## config.mk

```make
export PLATFORM = sky130hd
export DESIGN_NAME = fault_rule_match_table_top_flat
export DESIGN_NICKNAME = d
export VERILOG_FILES = /design/src/hdl/frmt_pkg.sv /design/src/hdl/frmt_if.sv /design/src/hdl/frmt_ram.sv /design/src/hdl/fault_rule_match_table_top.sv /design/src/flat_wrapper.sv
export VERILOG_INCLUDE_DIRS = /design/src /design/src/hdl
export SDC_FILE = /design/constraint.sdc
export NUM_CORES = 2
export LEC_CHECK = 0
export BUFFER_PORTS_ARGS = -buffer_cell sky130_fd_sc_hd__buf_2
export CAP_MARGIN = 10
export CORE_ASPECT_RATIO = 1.5
export CORE_MARGIN = 8
export CORE_UTILIZATION = 40
export DETAILED_ROUTE_END_ITERATION = 8
export PLACE_DENSITY = 0.6
export SLEW_MARGIN = 5
export SYNTH_ARGS = -nofsm -noshare
export SYNTH_HDL_FRONTEND = slang
export SYNTH_HIERARCHICAL = 1
export SYNTH_SLANG_ARGS = --single-unit
```

## constraint.sdc

```tcl
create_clock -name clk -period 23.1 [get_ports clk]
set_clock_uncertainty 0.05 [all_clocks]
set_input_delay 3.465 -clock clk [delete_from_list [all_inputs] [get_ports clk]]
set_output_delay 3.465 -clock clk [all_outputs]
set_load 0.02 [all_outputs]
```

## src/hdl/fault_rule_match_table_top_macros.svh

```systemverilog
// Assertion macros for the fault rule match table.
// Used by fault_rule_match_table_top; expects clk and rst_n in scope.
`ifndef FAULT_RULE_MATCH_TABLE_TOP_MACROS_SVH
`define FAULT_RULE_MATCH_TABLE_TOP_MACROS_SVH
`ifndef SYNTHESIS
`define FRMT_ASSERT_IMPL(lbl, ante, cons, msg) \
  lbl: assert property (@(posedge clk) disable iff (!rst_n) (ante) |-> (cons)) else $error(msg);
`define FRMT_ASSERT_NEXT(lbl, ante, cons, msg) \
  lbl: assert property (@(posedge clk) disable iff (!rst_n) (ante) |=> (cons)) else $error(msg);
`else
`define FRMT_ASSERT_IMPL(lbl, ante, cons, msg)
`define FRMT_ASSERT_NEXT(lbl, ante, cons, msg)
`endif
`endif

```

## src/hdl/frmt_pkg.sv

```systemverilog
// Shared types and codes of the fault rule match table.
// No dependencies.
package frmt_pkg;

  localparam logic [1:0] KIND_ADD  = 2'd0;
  localparam logic [1:0] KIND_DEL  = 2'd1;
  localparam logic [1:0] KIND_GET  = 2'd2;
  localparam logic [1:0] KIND_FIND = 2'd3;

  localparam logic [1:0] ST_OK    = 2'd0;
  localparam logic [1:0] ST_NOMEM = 2'd1;
  localparam logic [1:0] ST_INVAL = 2'd2;
  localparam logic [1:0] ST_NOENT = 2'd3;

  typedef struct packed {
    logic [1:0]  kind;
    logic [7:0]  rule_index;
    logic [63:0] new_start;
    logic [63:0] new_end;
    logic [7:0]  new_flags;
    logic [31:0] new_skip;
    logic [31:0] new_life;
    logic [2:0]  new_hooks;
    logic [63:0] access_pos;
    logic [31:0] access_len;
    logic [7:0]  access_flags;
  } in_item_t;

  typedef struct packed {
    logic [1:0]  status;
    logic [4:0]  rule_id;
    logic [63:0] read_start;
    logic [63:0] read_end;
    logic [7:0]  read_flags;
    logic [31:0] read_skip;
    logic [31:0] read_life;
    logic [2:0]  read_hooks;
    logic [2:0]  hook_union;
    logic [15:0] match_map;
  } out_item_t;

  typedef struct packed {
    logic [63:0] rng_start;
    logic [63:0] rng_end;
    logic [7:0]  flags;
    logic [31:0] skip;
    logic [31:0] life;
    logic [2:0]  hooks;
  } rule_t;

  typedef enum logic [1:0] {S_IDLE, S_SCAN, S_READ, S_FIN} fsm_t;

endpackage

```

## src/hdl/frmt_if.sv

```systemverilog
// Valid/ready channel interfaces for requests and results.
// Depends on frmt_pkg.
interface frmt_in_if import frmt_pkg::*; ();
  logic     valid;
  logic     ready;
  in_item_t data;
  modport source (output valid, output data, input ready);
  modport sink (input valid, input data, output ready);
endinterface

interface frmt_out_if import frmt_pkg::*; ();
  logic      valid;
  logic      ready;
  out_item_t data;
  modport source (output valid, output data, input ready);
  modport sink (input valid, input data, output ready);
endinterface

```

## src/hdl/frmt_ram.sv

```systemverilog
// Generic single-write, single-read RAM with registered read data.
// No dependencies.
module frmt_ram #(
  parameter int WIDTH = 8,
  parameter int DEPTH = 16
) (
  input  logic                                clk,
  input  logic                                we,
  input  logic [(DEPTH>1?$clog2(DEPTH):1)-1:0] waddr,
  input  logic [WIDTH-1:0]                    wdata,
  input  logic                                re,
  input  logic [(DEPTH>1?$clog2(DEPTH):1)-1:0] raddr,
  output logic [WIDTH-1:0]                    rdata
);

  logic [WIDTH-1:0] mem_r [DEPTH];
  logic [WIDTH-1:0] rdata_r;

  always_ff @(posedge clk) begin
    if (we) begin
      mem_r[waddr] <= wdata;
    end
    if (re) begin
      rdata_r <= mem_r[raddr];
    end
  end

  assign rdata = rdata_r;

endmodule

```

## src/hdl/fault_rule_match_table_top.sv

```systemverilog
// Fault rule match table: top level with request sequencer and rule RAM.
// Depends on frmt_pkg, frmt_if, frmt_ram and the assertion macro header.
//
// Usage: requests arrive on in_ch (valid/ready), one result per request
// leaves on out_ch (valid/ready). A transaction moves on valid & ready.
// Add, delete and failed get/delete answer from the accepting cycle: the
// result is registered and valid in the cycle after acceptance. A
// successful get reads the rule RAM and answers through S_READ and
// S_FIN. Find walks every slot through the rule RAM, one slot per cycle
// with read and write-back overlapped, then answers; that walk sets the
// rate. One request is in work at a time; the next is taken once the
// block is idle and the output register is empty or being drained, so
// add/delete leave the block idle; get/find hold it until S_FIN ends.
// Reset clears all active bits at once; rule contents are not cleared
// and no clearing pass runs. When out_ch stalls, the result holds in the
// output register and a finished get/find waits before writing it.
`include "fault_rule_match_table_top_macros.svh"
module fault_rule_match_table_top import frmt_pkg::*; #(
  parameter int RULE_SLOTS = 16
) (
  input logic        clk,
  input logic        rst_n,
  frmt_in_if.sink    in_ch,
  frmt_out_if.source out_ch
);

  localparam int IW = (RULE_SLOTS > 1) ? $clog2(RULE_SLOTS) : 1;
  localparam int CW = $clog2(RULE_SLOTS + 1);
  localparam logic [CW-1:0] LAST = CW'(RULE_SLOTS);

  fsm_t state_r, state_nxt;
  logic [RULE_SLOTS-1:0] active_r, active_nxt;
  out_item_t out_r, out_nxt;
  logic      out_valid_r, out_valid_nxt;
  out_item_t res_r, res_nxt;
  out_item_t imm_res;
  logic [63:0] stop_r, pos_r;
  logic [7:0]  afl_r;
  logic [CW-1:0] scan_cnt_r;
  logic          eval_v_r;
  logic [IW-1:0] eval_idx_r;

  logic          in_fire, out_free, in_ready;
  logic          free_found;
  logic [IW-1:0] free_idx;
  logic [IW:0]   slot_num;
  logic          idx_ok, slot_live;
  logic [IW-1:0] sel;
  logic          ram_we, ram_re;
  logic [IW-1:0] ram_waddr, ram_raddr;
  rule_t         ram_wdata, rd, wb, new_rule;
  logic          range_hit, trig, die, scanning;
  logic          imm_load;

  frmt_ram #(.WIDTH($bits(rule_t)), .DEPTH(RULE_SLOTS)) u_rule_ram (
    .clk   (clk),
    .we    (ram_we),
    .waddr (ram_waddr),
    .wdata (ram_wdata),
    .re    (ram_re),
    .raddr (ram_raddr),
    .rdata (rd)
  );

  assign out_free = !out_valid_r || out_ch.ready;
  assign in_fire  = in_ch.valid && in_ready;
  assign scanning = (state_r == S_SCAN) && (scan_cnt_r < LAST);

  // lowest free slot
  always_comb begin
    free_found = 1'b0;
    free_idx   = '0;
    for (int i = RULE_SLOTS - 1; i >= 0; i--) begin
      if (!active_r[i]) begin
        free_found = 1'b1;
        free_idx   = IW'(i);
      end
    end
  end

  assign slot_num = {1'b0, free_idx} + (IW+1)'(1);
  assign idx_ok   = (in_ch.data.rule_index != 8'd0) &&
                    (in_ch.data.rule_index <= 8'(RULE_SLOTS));
  assign sel       = IW'(in_ch.data.rule_index - 8'd1);
  assign slot_live = active_r[sel];

  always_comb begin
    new_rule.rng_start = in_ch.data.new_start;
    new_rule.rng_end   = in_ch.data.new_end;
    new_rule.flags     = in_ch.data.new_flags;
    new_rule.skip      = in_ch.data.new_skip;
    new_rule.life      = in_ch.data.new_life;
    new_rule.hooks     = in_ch.data.new_hooks;
  end

  // match test on the slot read last cycle
  always_comb begin
    range_hit = eval_v_r && active_r[eval_idx_r] && (rd.rng_start < stop_r) &&
                ((rd.rng_end == 64'd0) || (rd.rng_end > pos_r)) &&
                ((rd.flags & afl_r) != 8'd0);
    trig = range_hit && (rd.skip == 32'd0);
    die  = trig && (rd.life == 32'd1);
    wb   = rd;
    if (rd.skip != 32'd0) begin
      wb.skip = rd.skip - 32'd1;
    end
    if (trig && (rd.life != 32'd0)) begin
      wb.life = rd.life - 32'd1;
    end
  end

  // answer for requests settled in the accepting cycle
  always_comb begin
    imm_res = '0;
    imm_load = 1'b0;
    case (in_ch.data.kind)
      KIND_ADD: begin
        imm_load = 1'b1;
        if (free_found) begin
          imm_res.status  = ST_OK;
          imm_res.rule_id = 5'(slot_num);
        end else begin
          imm_res.status = ST_NOMEM;
        end
      end
      KIND_DEL, KIND_GET: begin
        if (!idx_ok) begin
          imm_load = 1'b1;
          imm_res.status = ST_INVAL;
        end else if (!slot_live) begin
          imm_load = 1'b1;
          imm_res.status = ST_NOENT;
        end else begin
          imm_load = (in_ch.data.kind == KIND_DEL);
          imm_res.status = ST_OK;
        end
      end
      default: begin
        imm_load = 1'b0;
      end
    endcase
  end

  // next state
  always_comb begin
    state_nxt = state_r;
    case (state_r)
      S_IDLE: begin
        if (in_fire) begin
          if (in_ch.data.kind == KIND_FIND) begin
            state_nxt = S_SCAN;
          end else if (in_ch.data.kind == KIND_GET && idx_ok && slot_live) begin
            state_nxt = S_READ;
          end
        end
      end
      S_SCAN: begin
        if (scan_cnt_r == LAST && !eval_v_r) begin
          state_nxt = S_FIN;
        end
      end
      S_READ: state_nxt = S_FIN;
      S_FIN: begin
        if (out_free) begin
          state_nxt = S_IDLE;
        end
      end
      default: state_nxt = S_IDLE;
    endcase
  end

  // outputs of the sequencer: handshake and RAM ports
  always_comb begin
    in_ready  = 1'b0;
    ram_we    = 1'b0;
    ram_waddr = '0;
    ram_wdata = new_rule;
    ram_re    = 1'b0;
    ram_raddr = '0;
    case (state_r)
      S_IDLE: begin
        in_ready = out_free;
        if (in_fire && in_ch.data.kind == KIND_ADD && free_found) begin
          ram_we    = 1'b1;
          ram_waddr = free_idx;
        end
        if (in_fire && in_ch.data.kind == KIND_GET && idx_ok && slot_live) begin
          ram_re    = 1'b1;
          ram_raddr = sel;
        end
      end
      S_SCAN: begin
        ram_re    = scanning;
        ram_raddr = scan_cnt_r[IW-1:0];
        if (range_hit) begin
          ram_we    = 1'b1;
          ram_waddr = eval_idx_r;
          ram_wdata = wb;
        end
      end
      default: begin
        in_ready = 1'b0;
      end
    endcase
  end

  assign in_ch.ready = in_ready;

  // active bits and result accumulation
  always_comb begin
    active_nxt = active_r;
    res_nxt    = res_r;
    if (in_fire) begin
      res_nxt = '0;
      if (in_ch.data.kind == KIND_ADD && free_found) begin
        active_nxt[free_idx] = 1'b1;
      end
      if (in_ch.data.kind == KIND_DEL && idx_ok) begin
        active_nxt[sel] = 1'b0;
      end
    end
    if (state_r == S_SCAN && trig) begin
      res_nxt.hook_union = res_r.hook_union | rd.hooks;
      for (int i = 0; i < 16; i++) begin
        if (i < RULE_SLOTS && int'(eval_idx_r) == i) begin
          res_nxt.match_map[i] = 1'b1;
        end
      end
      if (die) begin
        active_nxt[eval_idx_r] = 1'b0;
      end
    end
    if (state_r == S_READ) begin
      res_nxt.read_start = rd.rng_start;
      res_nxt.read_end   = rd.rng_end;
      res_nxt.read_flags = rd.flags;
      res_nxt.read_skip  = rd.skip;
      res_nxt.read_life  = rd.life;
      res_nxt.read_hooks = rd.hooks;
    end
  end

  always_comb begin
    out_nxt       = out_r;
    out_valid_nxt = out_valid_r && !out_ch.ready;
    if (in_fire && imm_load) begin
      out_nxt       = imm_res;
      out_valid_nxt = 1'b1;
    end else if (state_r == S_FIN && out_free) begin
      out_nxt       = res_r;
      out_valid_nxt = 1'b1;
    end
  end

  always_ff @(posedge clk) begin
    if (!rst_n) begin
      state_r     <= S_IDLE;
      active_r    <= '0;
      out_valid_r <= 1'b0;
      eval_v_r    <= 1'b0;
      scan_cnt_r  <= '0;
    end else begin
      state_r     <= state_nxt;
      active_r    <= active_nxt;
      out_valid_r <= out_valid_nxt;
      eval_v_r    <= scanning;
      if (in_fire) begin
        scan_cnt_r <= '0;
      end else if (scanning) begin
        scan_cnt_r <= scan_cnt_r + CW'(1);
      end
    end
  end

  always_ff @(posedge clk) begin
    out_r      <= out_nxt;
    res_r      <= res_nxt;
    eval_idx_r <= scan_cnt_r[IW-1:0];
    if (in_fire) begin
      stop_r <= in_ch.data.access_pos + {32'd0, in_ch.data.access_len};
      pos_r  <= in_ch.data.access_pos;
      afl_r  <= in_ch.data.access_flags;
    end
  end

  assign out_ch.valid = out_valid_r;
  assign out_ch.data  = out_r;

  `FRMT_ASSERT_IMPL(a_no_rw_clash, (ram_we && ram_re), (ram_waddr != ram_raddr), "RAM read and write hit the same slot")
  `FRMT_ASSERT_IMPL(a_eval_in_scan, eval_v_r, (state_r == S_SCAN), "slot evaluation outside a find walk")
  `FRMT_ASSERT_NEXT(a_add_ok, (in_fire && in_ch.data.kind == KIND_ADD && free_found), (out_valid_r && out_r.status == ST_OK && active_r != '0), "add with free slot did not answer ok")

endmodule
```

## src/flat_wrapper.sv

```systemverilog
// flat-port wrapper written by rule: the top's interface ports become plain ports
module fault_rule_match_table_top_flat import frmt_pkg::*;
#(
  parameter int RULE_SLOTS = 16
)
  (clk, rst_n, in_ch_valid, in_ch_data, in_ch_ready, out_ch_valid, out_ch_data, out_ch_ready);
  frmt_in_if in_ch_i ();
  frmt_out_if out_ch_i ();
  input logic clk;
  input logic rst_n;
  input wire logic [$bits(in_ch_i.valid)-1:0] in_ch_valid;
  input wire logic [$bits(in_ch_i.data)-1:0] in_ch_data;
  output wire logic [$bits(in_ch_i.ready)-1:0] in_ch_ready;
  output wire logic [$bits(out_ch_i.valid)-1:0] out_ch_valid;
  output wire logic [$bits(out_ch_i.data)-1:0] out_ch_data;
  input wire logic [$bits(out_ch_i.ready)-1:0] out_ch_ready;
  assign in_ch_i.valid = in_ch_valid;
  assign in_ch_i.data = in_ch_data;
  assign in_ch_ready = in_ch_i.ready;
  assign out_ch_valid = out_ch_i.valid;
  assign out_ch_data = out_ch_i.data;
  assign out_ch_i.ready = out_ch_ready;
  fault_rule_match_table_top #(.RULE_SLOTS(RULE_SLOTS)) u_core (.clk(clk), .rst_n(rst_n), .in_ch(in_ch_i), .out_ch(out_ch_i));
endmodule
```

Word level (Yosys, flattened, before mapping)
Memory sizes are Yosys's and may differ from the RTL's. A register that Yosys moved wholly into a read port is not among the register bits.
Cells that the tools add are included.
Storage, ports and cells
  register bits: 616
  bits in writable memories: 3248
  logic and storage cells: 229
  memories kept: 1
Memory list
  u_core.u_rule_ram.mem_r: words 16, bits a word 203, read ports 1, clocked after Yosys merged registers in 1, wr ports 1, RTL line frmt_ram.sv:16  | logic [WIDTH-1:0] mem_r [DEPTH];
Cells by class
  add/subtract/negate cells: 6
  $lt $le $gt $ge: 10
  equal/unequal tests: 27
  muxes and demuxes: 103
  bitwise logic cells: 8
  reduce and logical (&&, ||, !) cells: 47
Operator list (count)
  203-bit 2-to-1 mux: 3
  229-bit 2-to-1 mux: 2
  222-bit 2-to-1 mux: 1
  16-bit 2-to-1 mux: 6
  4-bit 2-to-1 mux: 19
  64-bit by 32-bit adder with 64-bit output: 1
  64-bit greater-than comparator: 1
  64-bit zero test: 1
  64-bit less-than comparator: 1
  32-bit 2-to-1 mux: 2
  32-bit nonzero test: 2
  32-bit by 1-bit subtractor with 32-bit output, second input constant: 2
  1-bit 2-to-1 mux: 48
  16-bit bitwise AND: 2
  32-bit by 1-bit == test with 1-bit output, second input constant: 1
  4-bit == test, second input constant: 8
  32-bit zero test: 1
  16-bit NOT: 2
  1-bit logical AND: 27
  19-bit 2-to-1 mux: 1
  4-bit by 3-bit == test with 1-bit output, second input constant: 4
  16-bit OR: 1
  4-bit case mux with 2 select lines: 2
  8-bit nonzero test: 2
  31 further kinds: 61

Longest topological paths before layout
  depth after elaboration: 29
  depth in mapped cells: 17
  mapped depth without buffers: 13

By module
Netlist, hierarchy kept.
Modules (own cells, without submodules)
  frmt_ram: instances 1, cells each 5303, area each 127987.8 µm²
  fault_rule_match_table_top: instances 1, cells each 3458, area each 32332.3 µm²

Worst setup path before layout
Ideal clock, no wire load.
  kind: in2reg
  from: input port out_ch_ready
  to: memory u_core/u_rule_ram/mem_r[0][0] in the netlist's numbering, enable pin
  library setup time: 1.015 ns
  arrival: 18.801 ns
  required time: 22.035 ns
  path slack: 3.235 ns
  cell stages on the path: 9
  path through: nand2b_1 > and2_1 > nand2_1 > clkbuf_1 > nor2_1 > nand2_1 > o21ai_0 > or3b_2 > nor3_1
On the way
  elaborated cells between the ends (all ways): 11
  classes of those cells: 7 x mux; 4 x reduce/logical
RTL lines
  start: declaration: RTL line flat_wrapper.sv:16  | input wire logic [$bits(out_ch_i.ready)-1:0] out_ch_ready;
  1-bit logical OR: RTL line fault_rule_match_table_top.sv:65  | assign out_free = !out_valid_r || out_ch.ready;
  1-bit 2-to-1 mux: RTL line fault_rule_match_table_top.sv:180  | case (state_r)
  net in_ch_ready: RTL line flat_wrapper.sv:13  | output wire logic [$bits(in_ch_i.ready)-1:0] in_ch_ready;
  1-bit logical AND: RTL line fault_rule_match_table_top.sv:66  | assign in_fire = in_ch.valid && in_ready;
  1-bit logical AND (2 in a row): RTL line fault_rule_match_table_top.sv:183  | if (in_fire && in_ch.data.kind == KIND_ADD && free_found) begin
  4-bit 2-to-1 mux: RTL line fault_rule_match_table_top.sv:183
  4-bit case mux with 2 select lines: RTL line fault_rule_match_table_top.sv:180
  net u_core.ram_waddr[2]: RTL line fault_rule_match_table_top.sv:50  | logic [IW-1:0] ram_waddr, ram_raddr;
  end: declaration: RTL line frmt_ram.sv:16
The timed path passes the listed nets, and every way through them passes these cells.

Final worst setup path
  from: input port in_ch_data[307]
  to: register u_core.u_rule_ram.rdata_r[117], in the netlist u_core/u_rule_ram/rdata[117] (read register of u_core.u_rule_ram.mem_r) (data pin)
On the way
  cells in the longest elaborated chain, start to end: 6
  elaborated cells between the ends (all ways): 12
  classes of those cells: 1 x add/sub; 1 x order compare; 6 x mux; 4 x reduce/logical
Ends and longest elaborated chain
  start: declaration: RTL line flat_wrapper.sv:12  | input wire logic [$bits(in_ch_i.data)-1:0] in_ch_data;
  4-bit by 1-bit subtractor with 4-bit output, or another cell as far along: RTL line fault_rule_match_table_top.sv:84  | assign sel = IW'(in_ch.data.rule_index - 8'd1);
  1-bit binary-select mux with 4-bit select / 1-bit logical AND (equally long branches): RTL line fault_rule_match_table_top.sv:85, fault_rule_match_table_top.sv:82
  1-bit 2-to-1 mux (not written as such) / 1-bit logical AND (equally long branches): RTL line fault_rule_match_table_top.sv:85, fault_rule_match_table_top.sv:187
  1-bit logical AND: RTL line fault_rule_match_table_top.sv:187  | if (in_fire && in_ch.data.kind == KIND_GET && idx_ok && slot_live) begin
  4-bit 2-to-1 mux (*): RTL line fault_rule_match_table_top.sv:187
  4-bit case mux with 2 select lines (*): RTL line fault_rule_match_table_top.sv:180
  net u_core.ram_raddr[1]: RTL line fault_rule_match_table_top.sv:50
  end: declaration: RTL line frmt_ram.sv:17  | logic [WIDTH-1:0] rdata_r;
The timed path passes the listed nets; every way through them passes the cells marked *. The select of a mux whose other input is x is not followed.
A chain may end at the register's enable or synchronous reset.

==> results.yml <==
route:
  dr.pass1.iters: 6
  drt-total-wl_um: 490000
  drt-initial-drc-count: 10100
  drc_errors: 0
  wl_per_cell_um: 32.4
  vias: 88900
  viasPerCell: 5.89
  ant_nets: 0
power:
  p_switching_w: 0.00436
  cellInternalPower_w: 0.0127
  comb_power_share: 0.102
  seqPwrFrac: 0.524
  power.share.clock: 0.373
  p_leak_nw: 58.8
  power_density_mw_per_mm2: 93.7
  worst_ir_drop_vdd_mv: 0.0873
  swShare: 0.255
cells_and_area:
  nets: 9938
  drive_above_1_share: 0.239
  nFillCells: 34000
  final_cell_mix: "3800 x edfxtp_1, 972 x nand2_1, 766 x mux4_2"
  final_util: 0.456
  final_common_cell: "edfxtp_1"
  area_growth_pct: 13.8
clocking:
  hold_buffers: 0
  path_clk_slew_ns: 0.06
  insertion_delay_ns: 1.00
  cts.sinks: 4067
  root_buffer: "clkbuf_16"
  cts_resized: 0
  cts_setup_buffers: 0
  cts_tree: "built"
  numCtsBuffers: 381
  htree_levels: 5
  ctsLongestPathBuffers: 4
timing:
  hold_viol: 0
  worstMarginPinSlew_ns: 1.24
  finalMaxSlewViolations: 0
  holdWs_ns: 0.323
  fmax_mhz: 102
  tns_ns: 0
  fin_crit_sh: 0.424
  finalSetupViolCount: 0
  grt_setup_unrepaired: "no"
  max_slew_margin: 0.164
  post-route-min-period_ns: 9.80
floorplan:
  rows: 285
  ioPinCount: 552
  fp.dieW_um: 533
  core_area_mm2: 0.400
  dieHeight_um: 791
  dieArea_mm2: 0.422
  start_util: 0.400
yosys:
  synth_area_mm2: 0.160
  synth_warnings: 6
  synthesis.nets: 9264
  ys_ff_latch: 4067
  yosys_most_used_dff: "edfxtp_1"
  syn_area_per_cell_um2: 18.3
  yosys.cell_types.count: 85
  synth_edf_count: 3800
  async_reset_ff_frac: 0
  synth_cells: 8761
  ys_seq_area_frac: 0.745
critical_path:
  cpPeakStageDelay_ns: 0.90
  crit_type: "in -> reg"
  critPathCaptureType: "flip-flop"
  critPathTopFamily: "buffers and inverters"
  crit_top_cell: "buf_4"
  worstPathBufferInverterCount: 7
  crit_required_ns: 23.74
  cp_max_fo: 123
  cp_data_arrival_time_ns: 10.44
  critPathLaunchType: "input port"
  path_cells: "buf_2 -> inv_1 -> ha_1 -> xnor2_1 -> mux4_2 -> and3_1 -> nand2_1 -> o22ai_4 -> buf_4 -> buf_4 -> buf_12 -> buf_4 -> buf_4 -> mux4_2 -> a22oi_1 -> nand2_1"
  crit_path_top_delay_cell: "buf_4"
global_route:
  gr-total-overflow: 0
  grt_pass1_vias: 90300
  track_usage: 0.225
  grt_pass1_wl_um: 686000
  grt_max_degree: 138
  antenna_found_initial: 62
worst_hold_path:
  holdCritPathClass: "reg -> reg"
place:
  place.gp.congestion: 0.874
  dp.final_hpwl_um: 292000
  io_buffers: 551
flow_run:
  drv_cap: 0
status:
  outcome: "completed"
[worst paths after layout]
check,endpoint,start,slack (ns),depth (start not counted)
hold / removal,u_core/eval_idx_r[1],u_core/scan_cnt_r[1],0.32,0
setup / recovery,u_core/u_rule_ram/rdata[117],in_ch_data[307],13.30,16
setup reg to reg,u_core/u_rule_ram/mem_r[1][96],u_core/u_rule_ram/rdata[89],13.99,15
hold reg to reg,u_core/eval_idx_r[1],u_core/scan_cnt_r[1],0.32,0
[power by group through the flow]
stage | clock (W) | combinational [W] | sequential [W]
6_report | 0.00638 | 0.00175 | 0.00897
5_1_grt | 0.00674 | 0.00188 | 0.00900
4_1_cts | 0.00649 | 0.00177 | 0.00897
3_5_place_dp | 0 | 0.00176 | 0.00912
3_3_place_gp | 0 | 0.00172 | 0.00912
2_1_floorplan | 0 | 0.000901 | 0.00918
[stage by stage]
| stage | area [um^2] | cells | total power, W | setup slack [ns] |
|---|---|---|---|---|
| after global placement | 170000 | 14400 | 0.0108 | 12.37 |
| after global routing | 182000 | 15100 | 0.0176 | 12.98 |
| after detailed placement | 170000 | 14400 | 0.0109 | 12.30 |
| after floorplan | 160000 | 8761 | 0.0101 | 3.24 |
| final | 183000 | 15100 | 0.0171 | 13.30 |
| after CTS | 182000 | 15100 | 0.0172 | 13.37 |
[per-layer routing]
metal / vias up / global-route usage / share of wire
met3: 811 / 0.0369 / 0.079
met4: 22 / 0.0866 / 0.042
met5: - / 0 / 0.00030
li1: 36300 / - / -
met2: 4279 / 0.377 / 0.49
met1: 47500 / 0.297 / 0.39
[worst reg2reg max path, cell delays in order (launching register included)]
cell and delay, ns:
edfxtp_1 0.71, ha_1 0.38, a21oi_1 0.13, nand2_1 0.07, a21oi_1 0.97, a41oi_1 0.25
or4_1 0.78, o2111ai_4 0.36, buf_4 0.64, o21ai_0 0.29, or3b_2 0.65, nor2_4 0.27
buf_12 0.56, buf_4 0.91, buf_4 0.84, buf_4 0.81
[sequential cells by signal, summed over array words and instances, names as in the netlist]
signal                   flops
u_core/stop_r               64
u_core/u_rule_ram/rdata    203
u_core/u_rule_ram/mem_r   3248
u_core/eval_v_r              1
u_core/state_r               2
u_core/out_ch.valid          1
u_core/eval_idx_r            4
u_core/active_r             16
u_core/afl_r                 8
u_core/pos_r                64
u_core/res_r               222
u_core/out_ch.data         229
u_core/scan_cnt_r            5
[logic make-up (layout without fill, tap and decap cells)]
logic type                 count (synthesis)  count (layout)  share of synthesized area
DFF                                     4067            4067                      0.745
and+or+nand+nor                         1678            1678                     0.0494
AOI/OAI and AO/OA                       1104            1104                     0.0455
muxes                                    980             980                      0.122
buffers and inverters                    646            1641                     0.0177
adders and majority gates                182             182                     0.0143
xor gates and xnor gates                 104             104                    0.00568
other                                      0              40                          0
[Yosys cell counts (all sizes together), types with 30 or more instances]
cell type | instances | share of area
nor2b | 51 | 0.0020
mux2 | 175 | 0.012
nand2b | 46 | 0.0018
a22oi | 347 | 0.016
xnor2 | 87 | 0.0048
a21o | 39 | 0.0018
and2 | 216 | 0.0084
nand4 | 47 | 0.0019
nor4 | 80 | 0.0038
a21oi | 331 | 0.010
mux4 | 766 | 0.11
o21ai | 156 | 0.0049
mux2i | 39 | 0.0024
edfxtp | 3800 | 0.71
nand3 | 30 | 0.00094
inv | 182 | 0.0043
buf | 227 | 0.0079
dfxtp | 267 | 0.033
o221ai | 42 | 0.0023
clkbuf | 236 | 0.0055
nor3 | 50 | 0.0017
ha | 181 | 0.014
nor2 | 103 | 0.0024
nand2 | 973 | 0.023
[final cells by class]
class                           instances  area, um^2  share of cell area
Timing Repair Buffer                  754        4560              0.0250
Multi-Input combinational cell       4048       38400               0.211
Antenna cell                           40         100            0.000548
Inverter                              183         694             0.00381
Clock inverter                        207        2300              0.0126
Tap cell                             5309        6640              0.0364
Clock buffer                          497       10300              0.0565
Sequential cell                      4067      119000               0.655
Power figures use the tool's default switching activity.
